--- config.mk ---
export PLATFORM = sky130hd
export DESIGN_NAME = pulse_rate_classifier
export DESIGN_NICKNAME = d
export VERILOG_FILES = /design/src/rtl/prc_pkg.sv /design/src/rtl/pulse_rate_classifier.sv
export SDC_FILE = /design/constraint.sdc
export NUM_CORES = 1
export LEC_CHECK = 0
export BUFFER_PORTS_ARGS = -buffer_cell sky130_fd_sc_hd__buf_2
export CORE_MARGIN = 1.5
export CORE_UTILIZATION = 40
export CTS_CLUSTER_DIAMETER = 100
export CTS_CLUSTER_SIZE = 40
export DETAILED_ROUTE_END_ITERATION = 10
export PLACE_DENSITY = 0.64
export SYNTH_ARGS = -nofsm -noshare
export SYNTH_HDL_FRONTEND = slang
export SYNTH_SLANG_ARGS = --single-unit
--- constraint.sdc ---
create_clock -name clk -period 4.8 [get_ports clk]
set_clock_uncertainty 0.05 [all_clocks]
set_input_delay 0.24 -clock clk [delete_from_list [all_inputs] [get_ports clk]]
set_output_delay 0.24 -clock clk [all_outputs]
set_load 0.01 [all_outputs]
--- src/rtl/prc_pkg.sv ---
// Package for the pulse rate classifier: payload types, register indexes and constants.
package prc_pkg;

    // Field widths
    localparam int NUM_BITS      = 24;
    localparam int THR_BITS      = 8;
    localparam int RATE_BITS     = 8;
    localparam int CLASS_BITS    = 2;
    localparam int VALUE_BITS    = 16;
    localparam int CFG_IDX_BITS  = 2;
    localparam int STEP_BITS     = $clog2(RATE_BITS + 1);

    // Register indexes
    localparam logic [CFG_IDX_BITS-1:0] REG_NUMERATOR = 2'd0;
    localparam logic [CFG_IDX_BITS-1:0] REG_LOW_THR   = 2'd1;
    localparam logic [CFG_IDX_BITS-1:0] REG_HIGH_THR  = 2'd2;
    localparam logic [CFG_IDX_BITS-1:0] REG_PERIOD    = 2'd3;

    // Reset values of the registers
    localparam logic [NUM_BITS-1:0] RESET_NUMERATOR = 24'd1875000;
    localparam logic [THR_BITS-1:0] RESET_LOW       = 8'd50;
    localparam logic [THR_BITS-1:0] RESET_HIGH      = 8'd100;
    localparam logic [THR_BITS-1:0] RESET_PERIOD    = 8'd122;

    localparam logic [RATE_BITS-1:0] RATE_MAX = 8'hFF;

    // Request kinds
    localparam logic REQ_CAPTURE = 1'b0;
    localparam logic REQ_TICK    = 1'b1;

    // Class codes
    localparam logic [CLASS_BITS-1:0] CLASS_SLOW   = 2'd0;
    localparam logic [CLASS_BITS-1:0] CLASS_NORMAL = 2'd1;
    localparam logic [CLASS_BITS-1:0] CLASS_FAST   = 2'd2;

    typedef struct packed {
        logic                  req_type;
        logic [VALUE_BITS-1:0] capture_value;
    } req_t;

    typedef struct packed {
        logic [RATE_BITS-1:0]  rate;
        logic [CLASS_BITS-1:0] rate_class;
        logic                  class_updated;
    } rsp_t;

endpackage

--- src/rtl/pulse_rate_classifier.sv ---
// Pulse rate classifier: capture pairing, iterative rate divider and tick-driven classifier.
//
// Usage:
//   req channel (req_valid/req_ready/req_data) takes capture or tick transactions.
//   rsp channel (rsp_valid/rsp_ready/rsp_data) returns one result per request:
//   the current rate, the shown class and a flag for a tick that reclassified.
//   cfg channel (cfg_valid/cfg_ready/cfg_index/cfg_data) writes the numerator,
//   the two thresholds and the update period; write it only while idle.
// Sequencing:
//   A tick or the first capture of a pair gives its registered result in the cycle after
//   acceptance, and the next request can be taken in that same cycle if rsp_ready takes it.
//   The second capture of a pair runs a restoring divider: a saturation check, then
//   one quotient bit per cycle on a shared subtractor, then the write state, which
//   waits for a free result slot; no request is taken until it is back in idle.
// Reset: registers go to their reset values, the pairing is cleared, the rate
//   is 0, the class is slow and the tick counter holds 122.
// Stall: one result register sits on the rsp side; a new request is taken
//   while it is full only if rsp_ready takes the waiting result that cycle.
module pulse_rate_classifier #(
    parameter int CAPTURE_BITS = 16
) (
    input  logic                                clk,
    input  logic                                rst_n,
    input  logic                                req_valid,
    output logic                                req_ready,
    input  prc_pkg::req_t                       req_data,
    output logic                                rsp_valid,
    input  logic                                rsp_ready,
    output prc_pkg::rsp_t                       rsp_data,
    input  logic                                cfg_valid,
    output logic                                cfg_ready,
    input  logic [prc_pkg::CFG_IDX_BITS-1:0]    cfg_index,
    input  logic [prc_pkg::NUM_BITS-1:0]        cfg_data
);

    // Dividend 2*N + d and shifted divisor 2*d << RATE_BITS share one width
    localparam int D_BITS = (((prc_pkg::NUM_BITS + 1) > CAPTURE_BITS) ?
                             (prc_pkg::NUM_BITS + 1) : CAPTURE_BITS) + 1;
    localparam int V_BITS = CAPTURE_BITS + prc_pkg::RATE_BITS + 1;
    localparam int W      = (V_BITS > D_BITS) ? V_BITS : D_BITS;

    typedef enum logic [2:0] {
        ST_IDLE  = 3'b001,
        ST_DIV   = 3'b010,
        ST_WRITE = 3'b100
    } state_t;

    // Configuration
    logic [prc_pkg::NUM_BITS-1:0]   num_reg;
    logic [prc_pkg::THR_BITS-1:0]   low_reg;
    logic [prc_pkg::THR_BITS-1:0]   high_reg;
    logic [prc_pkg::THR_BITS-1:0]   period_reg;

    // Block state
    state_t                          state_reg, state_next;
    logic [CAPTURE_BITS-1:0]         first_reg, first_next;
    logic                            have_first_reg, have_first_next;
    logic [prc_pkg::RATE_BITS-1:0]   rate_reg, rate_next;
    logic [prc_pkg::THR_BITS-1:0]    tick_reg, tick_next;
    logic [prc_pkg::CLASS_BITS-1:0]  class_reg, class_next;

    // Divider
    logic [W-1:0]                    rem_reg, rem_next;
    logic [W-1:0]                    div_reg, div_next;
    logic [prc_pkg::STEP_BITS-1:0]   step_reg, step_next;
    logic [prc_pkg::RATE_BITS-1:0]   quo_reg, quo_next;

    // Result register
    logic                            rsp_valid_reg, rsp_valid_next;
    prc_pkg::rsp_t                   rsp_reg, rsp_next;

    logic                            req_fire;
    logic                            slot_free;
    logic [CAPTURE_BITS-1:0]         cur;
    logic [CAPTURE_BITS-1:0]         diff;
    logic [W:0]                      sub;
    logic                            ge;

    function automatic logic [prc_pkg::CLASS_BITS-1:0] classify(
        input logic [prc_pkg::RATE_BITS-1:0] r,
        input logic [prc_pkg::THR_BITS-1:0]  lo,
        input logic [prc_pkg::THR_BITS-1:0]  hi
    );
        logic [prc_pkg::CLASS_BITS-1:0] c;
        if (r >= hi)
        begin
            c = prc_pkg::CLASS_FAST;
        end
        else if (r < lo)
        begin
            c = prc_pkg::CLASS_SLOW;
        end
        else
        begin
            c = prc_pkg::CLASS_NORMAL;
        end
        return c;
    endfunction

    assign slot_free = !rsp_valid_reg || rsp_ready;
    assign req_ready = (state_reg == ST_IDLE) && slot_free;
    assign req_fire  = req_valid && req_ready;
    assign cfg_ready = 1'b1;
    assign rsp_valid = rsp_valid_reg;
    assign rsp_data  = rsp_reg;

    // Capture difference, modulo the capture width
    assign cur  = CAPTURE_BITS'(req_data.capture_value);
    assign diff = cur - first_reg;

    // Shared subtractor of the divider
    assign sub = {1'b0, rem_reg} - {1'b0, div_reg};
    assign ge  = !sub[W];

    // Sequencer and next-state logic
    always_comb
    begin
        state_next      = state_reg;
        first_next      = first_reg;
        have_first_next = have_first_reg;
        rate_next       = rate_reg;
        tick_next       = tick_reg;
        class_next      = class_reg;
        rem_next        = rem_reg;
        div_next        = div_reg;
        step_next       = step_reg;
        quo_next        = quo_reg;
        rsp_valid_next  = rsp_valid_reg && !rsp_ready;
        rsp_next        = rsp_reg;

        unique case (state_reg)
            ST_IDLE:
            begin
                if (req_fire)
                begin
                    if (req_data.req_type == prc_pkg::REQ_TICK)
                    begin
                        rsp_next.class_updated = 1'b0;
                        if (tick_reg == '0)
                        begin
                            class_next             = classify(rate_reg, low_reg, high_reg);
                            tick_next              = period_reg - 1'b1;
                            rsp_next.class_updated = 1'b1;
                        end
                        else
                        begin
                            tick_next = tick_reg - 1'b1;
                        end
                        rsp_next.rate       = rate_reg;
                        rsp_next.rate_class = class_next;
                        rsp_valid_next      = 1'b1;
                    end
                    else if (!have_first_reg)
                    begin
                        first_next             = cur;
                        have_first_next        = 1'b1;
                        rsp_next.rate          = rate_reg;
                        rsp_next.rate_class    = class_reg;
                        rsp_next.class_updated = 1'b0;
                        rsp_valid_next         = 1'b1;
                    end
                    else
                    begin
                        // Load dividend 2N + d and divisor 2d << RATE_BITS
                        first_next      = '0;
                        have_first_next = 1'b0;
                        rem_next        = (W'(num_reg) << 1) + W'(diff);
                        div_next        = W'(diff) << (prc_pkg::RATE_BITS + 1);
                        step_next       = prc_pkg::STEP_BITS'(prc_pkg::RATE_BITS);
                        quo_next        = '0;
                        state_next      = ST_DIV;
                    end
                end
            end
            ST_DIV:
            begin
                div_next = div_reg >> 1;
                if (step_reg == prc_pkg::STEP_BITS'(prc_pkg::RATE_BITS))
                begin
                    // Quotient of 256 or more saturates (also covers zero difference)
                    if (ge)
                    begin
                        quo_next   = prc_pkg::RATE_MAX;
                        state_next = ST_WRITE;
                    end
                    else
                    begin
                        step_next = step_reg - 1'b1;
                    end
                end
                else
                begin
                    if (ge)
                    begin
                        rem_next = sub[W-1:0];
                    end
                    quo_next = {quo_reg[prc_pkg::RATE_BITS-2:0], ge};
                    if (step_reg == '0)
                    begin
                        state_next = ST_WRITE;
                    end
                    else
                    begin
                        step_next = step_reg - 1'b1;
                    end
                end
            end
            ST_WRITE:
            begin
                if (slot_free)
                begin
                    rate_next              = quo_reg;
                    rsp_next.rate          = quo_reg;
                    rsp_next.rate_class    = class_reg;
                    rsp_next.class_updated = 1'b0;
                    rsp_valid_next         = 1'b1;
                    state_next             = ST_IDLE;
                end
            end
            default:
            begin
                state_next = ST_IDLE;
            end
        endcase
    end

    // Configuration registers
    always_ff @(posedge clk or negedge rst_n)
    begin
        if (!rst_n)
        begin
            num_reg    <= prc_pkg::RESET_NUMERATOR;
            low_reg    <= prc_pkg::RESET_LOW;
            high_reg   <= prc_pkg::RESET_HIGH;
            period_reg <= prc_pkg::RESET_PERIOD;
        end
        else if (cfg_valid)
        begin
            unique case (cfg_index)
                prc_pkg::REG_NUMERATOR: num_reg    <= cfg_data;
                prc_pkg::REG_LOW_THR:   low_reg    <= cfg_data[prc_pkg::THR_BITS-1:0];
                prc_pkg::REG_HIGH_THR:  high_reg   <= cfg_data[prc_pkg::THR_BITS-1:0];
                prc_pkg::REG_PERIOD:    period_reg <= cfg_data[prc_pkg::THR_BITS-1:0];
                default: ;
            endcase
        end
    end

    // Control and state registers
    always_ff @(posedge clk or negedge rst_n)
    begin
        if (!rst_n)
        begin
            state_reg      <= ST_IDLE;
            first_reg      <= '0;
            have_first_reg <= 1'b0;
            rate_reg       <= '0;
            tick_reg       <= prc_pkg::RESET_PERIOD;
            class_reg      <= prc_pkg::CLASS_SLOW;
            step_reg       <= '0;
            rsp_valid_reg  <= 1'b0;
        end
        else
        begin
            state_reg      <= state_next;
            first_reg      <= first_next;
            have_first_reg <= have_first_next;
            rate_reg       <= rate_next;
            tick_reg       <= tick_next;
            class_reg      <= class_next;
            step_reg       <= step_next;
            rsp_valid_reg  <= rsp_valid_next;
        end
    end

    // Datapath registers
    always_ff @(posedge clk)
    begin
        rem_reg <= rem_next;
        div_reg <= div_next;
        quo_reg <= quo_next;
        rsp_reg <= rsp_next;
    end

endmodule

== Word-level counts from Yosys, hierarchy flattened ==
Index checks and enable logic that the tools add are counted.
Operators by class
  add/sub/neg operators: 6
  order comparisons: 2
  equality and inequality tests: 18
  multiplexer cells: 48
  bitwise logic cells: 1
  reduce and logical (&&, ||, !) cells: 25
Operator list (count)
  $mux 26: 8
  $pmux 26 s2: 2
  $mux 8: 6
  $mux 11: 4
  $sub 26x26->27: 1
  $add 25x16->26: 1
  $mux 4: 6
  $pmux 11 s2: 1
  $mux 3: 7
  $reduce_and 6->1: 3
  $mux 16: 1
  $pmux 8 s2: 1
  $sub 16x16->16: 1
  $sub 8x1->8 const B: 2
  $ne 3x3->1 const B: 5
  $ne 2x2->1 const B: 6
  $reduce_and 2->1: 5
  $pmux 3 s3: 1
  $ge 8x8->1: 1
  $logic_not 8->1: 1
  $lt 8x8->1: 1
  $pmux 4 s2: 1
  $reduce_and 4->1: 2
  $mux 1: 7
  18 further kinds: 26
Storage, ports and cells
  bits in registers: 162
  output and inout port bits: 14
  word-level logic and storage cells: 118

== Logic depth before layout (Yosys ltp) ==
  depth after elaboration: 7
  mapped depth: 21
  mapped depth without buffers: 21

== Worst setup path before layout ==
No wires, ideal clock.
  path kind: register to register
  start point: register div_reg[0]
  end point: register rem_reg[0] (enable)
  library setup time: 445 ps
  arrival time: 4028 ps
  slack: 276 ps
  cell stages (with the launch flop): 11
  buffers on the path: 0
  cells stage by stage: edfxtp_1 -> ha_1 -> fa_1 -> nand2b_1 -> a21oi_1 -> o211ai_2 -> a21oi_2 -> a21oi_2 -> o211ai_2 -> a21boi_0 -> o21ai_0
On the way
  longest elaborated chain between the ends: 3
RTL lines
  from (decl): line pulse_rate_classifier.sv:64  | logic [W-1:0] div_reg, div_next;
  from (signal assigned): line pulse_rate_classifier.sv:280  | div_reg <= div_next;
  $sub 26x26->27: line pulse_rate_classifier.sv:112  | assign sub = {1'b0, rem_reg} - {1'b0, div_reg};
  $ne 2x2->1 (no line)
  $reduce_and 6->1 (no line)
  to (signal assigned): line pulse_rate_classifier.sv:279  | rem_reg <= rem_next;
  to (decl): line pulse_rate_classifier.sv:63  | logic [W-1:0] rem_reg, rem_next;
No other way between the ends.
A chain may end at the register's enable or synchronous reset.

== Worst setup path after layout ==
  start point: register first_reg[0]
  end point: register rem_reg[19], data pin
On the way
  longest elaborated chain between the ends: 6
RTL lines
  from (decl): line pulse_rate_classifier.sv:56  | logic [CAPTURE_BITS-1:0] first_reg, first_next;
  from (signal assigned): line pulse_rate_classifier.sv:266  | first_reg <= first_next;
  $sub 16x16->16: line pulse_rate_classifier.sv:109  | assign diff = cur - first_reg;
  $add 25x16->26: line pulse_rate_classifier.sv:167  | rem_next = (W'(num_reg) << 1) + W'(diff);
  $mux 26: line pulse_rate_classifier.sv:153  | else if (!have_first_reg)
  $mux 26: line pulse_rate_classifier.sv:136  | if (req_data.req_type == prc_pkg::REQ_TICK)
  $mux 26: line pulse_rate_classifier.sv:134  | if (req_fire)
  $pmux 26 s2: line pulse_rate_classifier.sv:131  | unique case (state_reg)
  named net rem_next[19]: line pulse_rate_classifier.sv:63
The timed path passes the listed nets, and every way through them passes these cells. The select of a mux whose other input is x is not followed.

==> impl_metrics.env <==
export IMPL_powerDensity_nw_per_um2=604
export IMPL_gp_congestion=0.834
export IMPL_hpwl_mm=15.5
export IMPL_worstPathMaxFanout=5
export IMPL_rows=57
export IMPL_p_leak_nw=4.91
export IMPL_hold_path_class="in -> reg"
export IMPL_drc=0
export IMPL_dpl_instance_area_sq_um=10500
export IMPL_ctsHoldBuffers=17
export IMPL_ant_nets=0
export IMPL_place_ws_ps=382
export IMPL_ys_async_sr_fraction=0.565
export IMPL_synth_most_common_cell="nand2_1"
export IMPL_rsz0062_at_grt="false"
export IMPL_track_usage=0.175
export IMPL_area_growth_pct=15.0
export IMPL_coreArea_sq_um=24200
export IMPL_r2r_start="first_reg[0]$_DFFE_PN0P_"
export IMPL_fin_setup_tns_ps=0
export IMPL_synth_edf_count=70
export IMPL_grt_pass1_wl_mm=35.4
export IMPL_crit_end="rem_reg[19]$_DFFE_PP_"
export IMPL_die_w_um=160
export IMPL_yosysTopAreaCellShare=0.214
export IMPL_setup_worst_path_end_class="flop"
export IMPL_cts_resized_gates=0
export IMPL_largest_register_ffs=26
export IMPL_r2r_slack_ps=410
export IMPL_synth_yosys_seq_area_share=0.450
export IMPL_slew_headroom=0.394
export IMPL_syn_nets=1079
export IMPL_worstReg2RegEnd="rem_reg[19]$_DFFE_PP_"
export IMPL_via_per_inst=5.19
export IMPL_cts_max_path_buffers=2
export IMPL_clockRootBuffer="clkbuf_16"
export IMPL_postSynthCellCount=952
export IMPL_yosys_cell_types_count=70
export IMPL_tightest_slew_ps=905
export IMPL_finalHoldViolations=0
export IMPL_cp_required_ps=4900
export IMPL_crit_start="first_reg[0]$_DFFE_PN0P_"
export IMPL_portBuffers=60
export IMPL_fmax_ghz=0.228
export IMPL_criticalPathCategory="reg -> reg"
export IMPL_diodes=0
export IMPL_drv_cap=0
export IMPL_status="complete, no violations"
export IMPL_postCtsSetupBuffers=0
export IMPL_dieArea_sq_um=25400
export IMPL_cts_tree="yes"
export IMPL_path_clk_slew_ps=70
export IMPL_synth_common_cells="nand2_1 (98), ha_1 (76), inv_1 (74), edfxtp_1 (70)"
export IMPL_fin_crit_sh=0.915
export IMPL_irDropWorstVdd_mv=0.334
export IMPL_ys_ff_latch=161
export IMPL_cp_slowest_stage_delay_ps=400
export IMPL_synth_top_area_cell="edfxtp_1"
export IMPL_slowest_stage="fa_1"
export IMPL_vias=7104
export IMPL_worst_hold_slack_ps=21.8
export IMPL_start_util=0.405
export IMPL_cts_sinks=161
export IMPL_grt_max_degree=63
export IMPL_setup_viol=0
export IMPL_avgSynthCellArea_sq_um=10.3
export IMPL_slew_viol_final=0
export IMPL_final_nets=1158
export IMPL_min_period_ps=4390
export IMPL_ys_flop_type="edfxtp_1"
export IMPL_grt_pass1_vias=7132
export IMPL_ios=62
export IMPL_clkLatencyLatePin_ps=430
export IMPL_htreeDepth=4
export IMPL_r2r_cells=20
export IMPL_cts_buffers=17
export IMPL_drtIter0Drc=424
export IMPL_drive_gt1_frac=0.215
export IMPL_synthesis_area_sq_um=9800
export IMPL_wl_per_cell_um=15.6
export IMPL_final_util=0.466
export IMPL_startpoint_type="flop"
export IMPL_die_y_um=160
export IMPL_setup_slack_ps=406
export IMPL_final_area_sq_um=11300
export IMPL_ys_top_cells_by_area="edfxtp_1 (21%), dfrtp_1 (16%), ha_1 (9.7%)"
export IMPL_yosys_warnings=0
export IMPL_arrival_ps=4500
export IMPL_crit_chain="ha_1 -> inv_1 -> fa_1 -> a21o_1 -> a21oi_2 -> o211ai_1 -> a21oi_2 -> o21ai_0 -> nor2_1 -> xnor2_1 -> ha_1 -> and3_1 -> a22o_1 -> a311o_1 -> a21oi_1 -> a21boi_1 -> o21ai_2 -> nor2_1 -> xnor2_1 -> mux2i_1"
export IMPL_drtPass1Iterations=5
export IMPL_drt_total_wl_mm=21.3
export IMPL_gr_total_overflow=0
export IMPL_antenna_found_initial=0
## cell type report
cell class / count / area [sq um]
clock buffer: 17 / 425
clock inverter: 15 / 191
fill: 2284 / 12900
inverter: 74 / 278
multi-input combinational: 692 / 5030
sequential: 161 / 4410
tap: 324 / 405
timing repair buffer: 85 / 533
## worst min-delay path by stage
stage | start | to | slack, ps | cells after the start
after floorplan | rst_n | class_reg[0]$_DFFE_PN0P_ | -110 | 0
after global placement | rst_n | num_reg[21]$_DFFE_PN0P_ | 350 | 1
after detailed placement | rst_n | num_reg[21]$_DFFE_PN0P_ | 350 | 1
after CTS | req_data[13] | first_reg[13]$_DFFE_PN0P_ | 7 | 3
after global routing | req_data[7] | first_reg[7]$_DFFE_PN0P_ | 20 | 3
final | req_data[9] | first_reg[9]$_DFFE_PN0P_ | 20 | 3
## kinds of logic (layout without fill, tap and decap cells)
family                   count (synthesis)  count (layout)  share of synthesized area
AO/OA/AOI/OAI                          233             233                      0.153
XOR/XNOR                                52              52                     0.0465
adder cells (fa/ha/maj)                 79              79                      0.103
buffers and inverters                   99             191                     0.0383
flip-flops                             161             161                      0.450
multiplexers                            73              73                     0.0832
other                                    1               1                   0.000383
AND/OR/NAND/NOR                        254             254                      0.125
## cell usage in the layout (no fill, tap or decap), drive strengths merged, types with 32 or more instances in the layout
master  Yosys  layout
o21ai      75      75
dfrtp      64      64
mux2       68      68
nor2       53      53
buf         2      68
xnor2      32      32
ha         76      76
nand2      98      98
a21oi      61      61
inv        74      81
edfxtp     70      70
## where the power goes
part | switching (W) | total [W] | internal [W]
clock network | 0.000649 | 0.00140 | 0.000752
registers | 0.000203 | 0.00216 | 0.00196
logic | 0.00185 | 0.00325 | 0.00140
total | 0.00270 | 0.00681 | 0.00411
## metal layers
metal | wire, um | vias up | global-route usage
li1 | - | 3553 | -
met1 | 10300 | 3419 | 0.236
met2 | 9990 | 109 | 0.287
met3 | 563 | 23 | 0.0227
met4 | 416 | 0 | 0.0678
met5 | 0 | - | 0
## through the flow
| step | total power (W) | std cells |
|---|---|---|
| after CTS | 0.00684 | 1368 |
| after detailed placement | 0.00539 | 1319 |
| after global placement | 0.00532 | 1319 |
| final | 0.00681 | 1368 |
| after global routing | 0.00736 | 1368 |
| after floorplan | 0.00461 | 952 |
## worst max-delay path, delay by kind of cell, from the launching register on
family / cells / cell delay (ps)
buf+inv: 1 / 50
compound gates: 10 / 1980
simple gates: 3 / 440
mux: 1 / 100
xor+xnor: 2 / 290
flops: 1 / 350
fa+ha+maj: 3 / 870
Power figures use the tool's default switching activity.
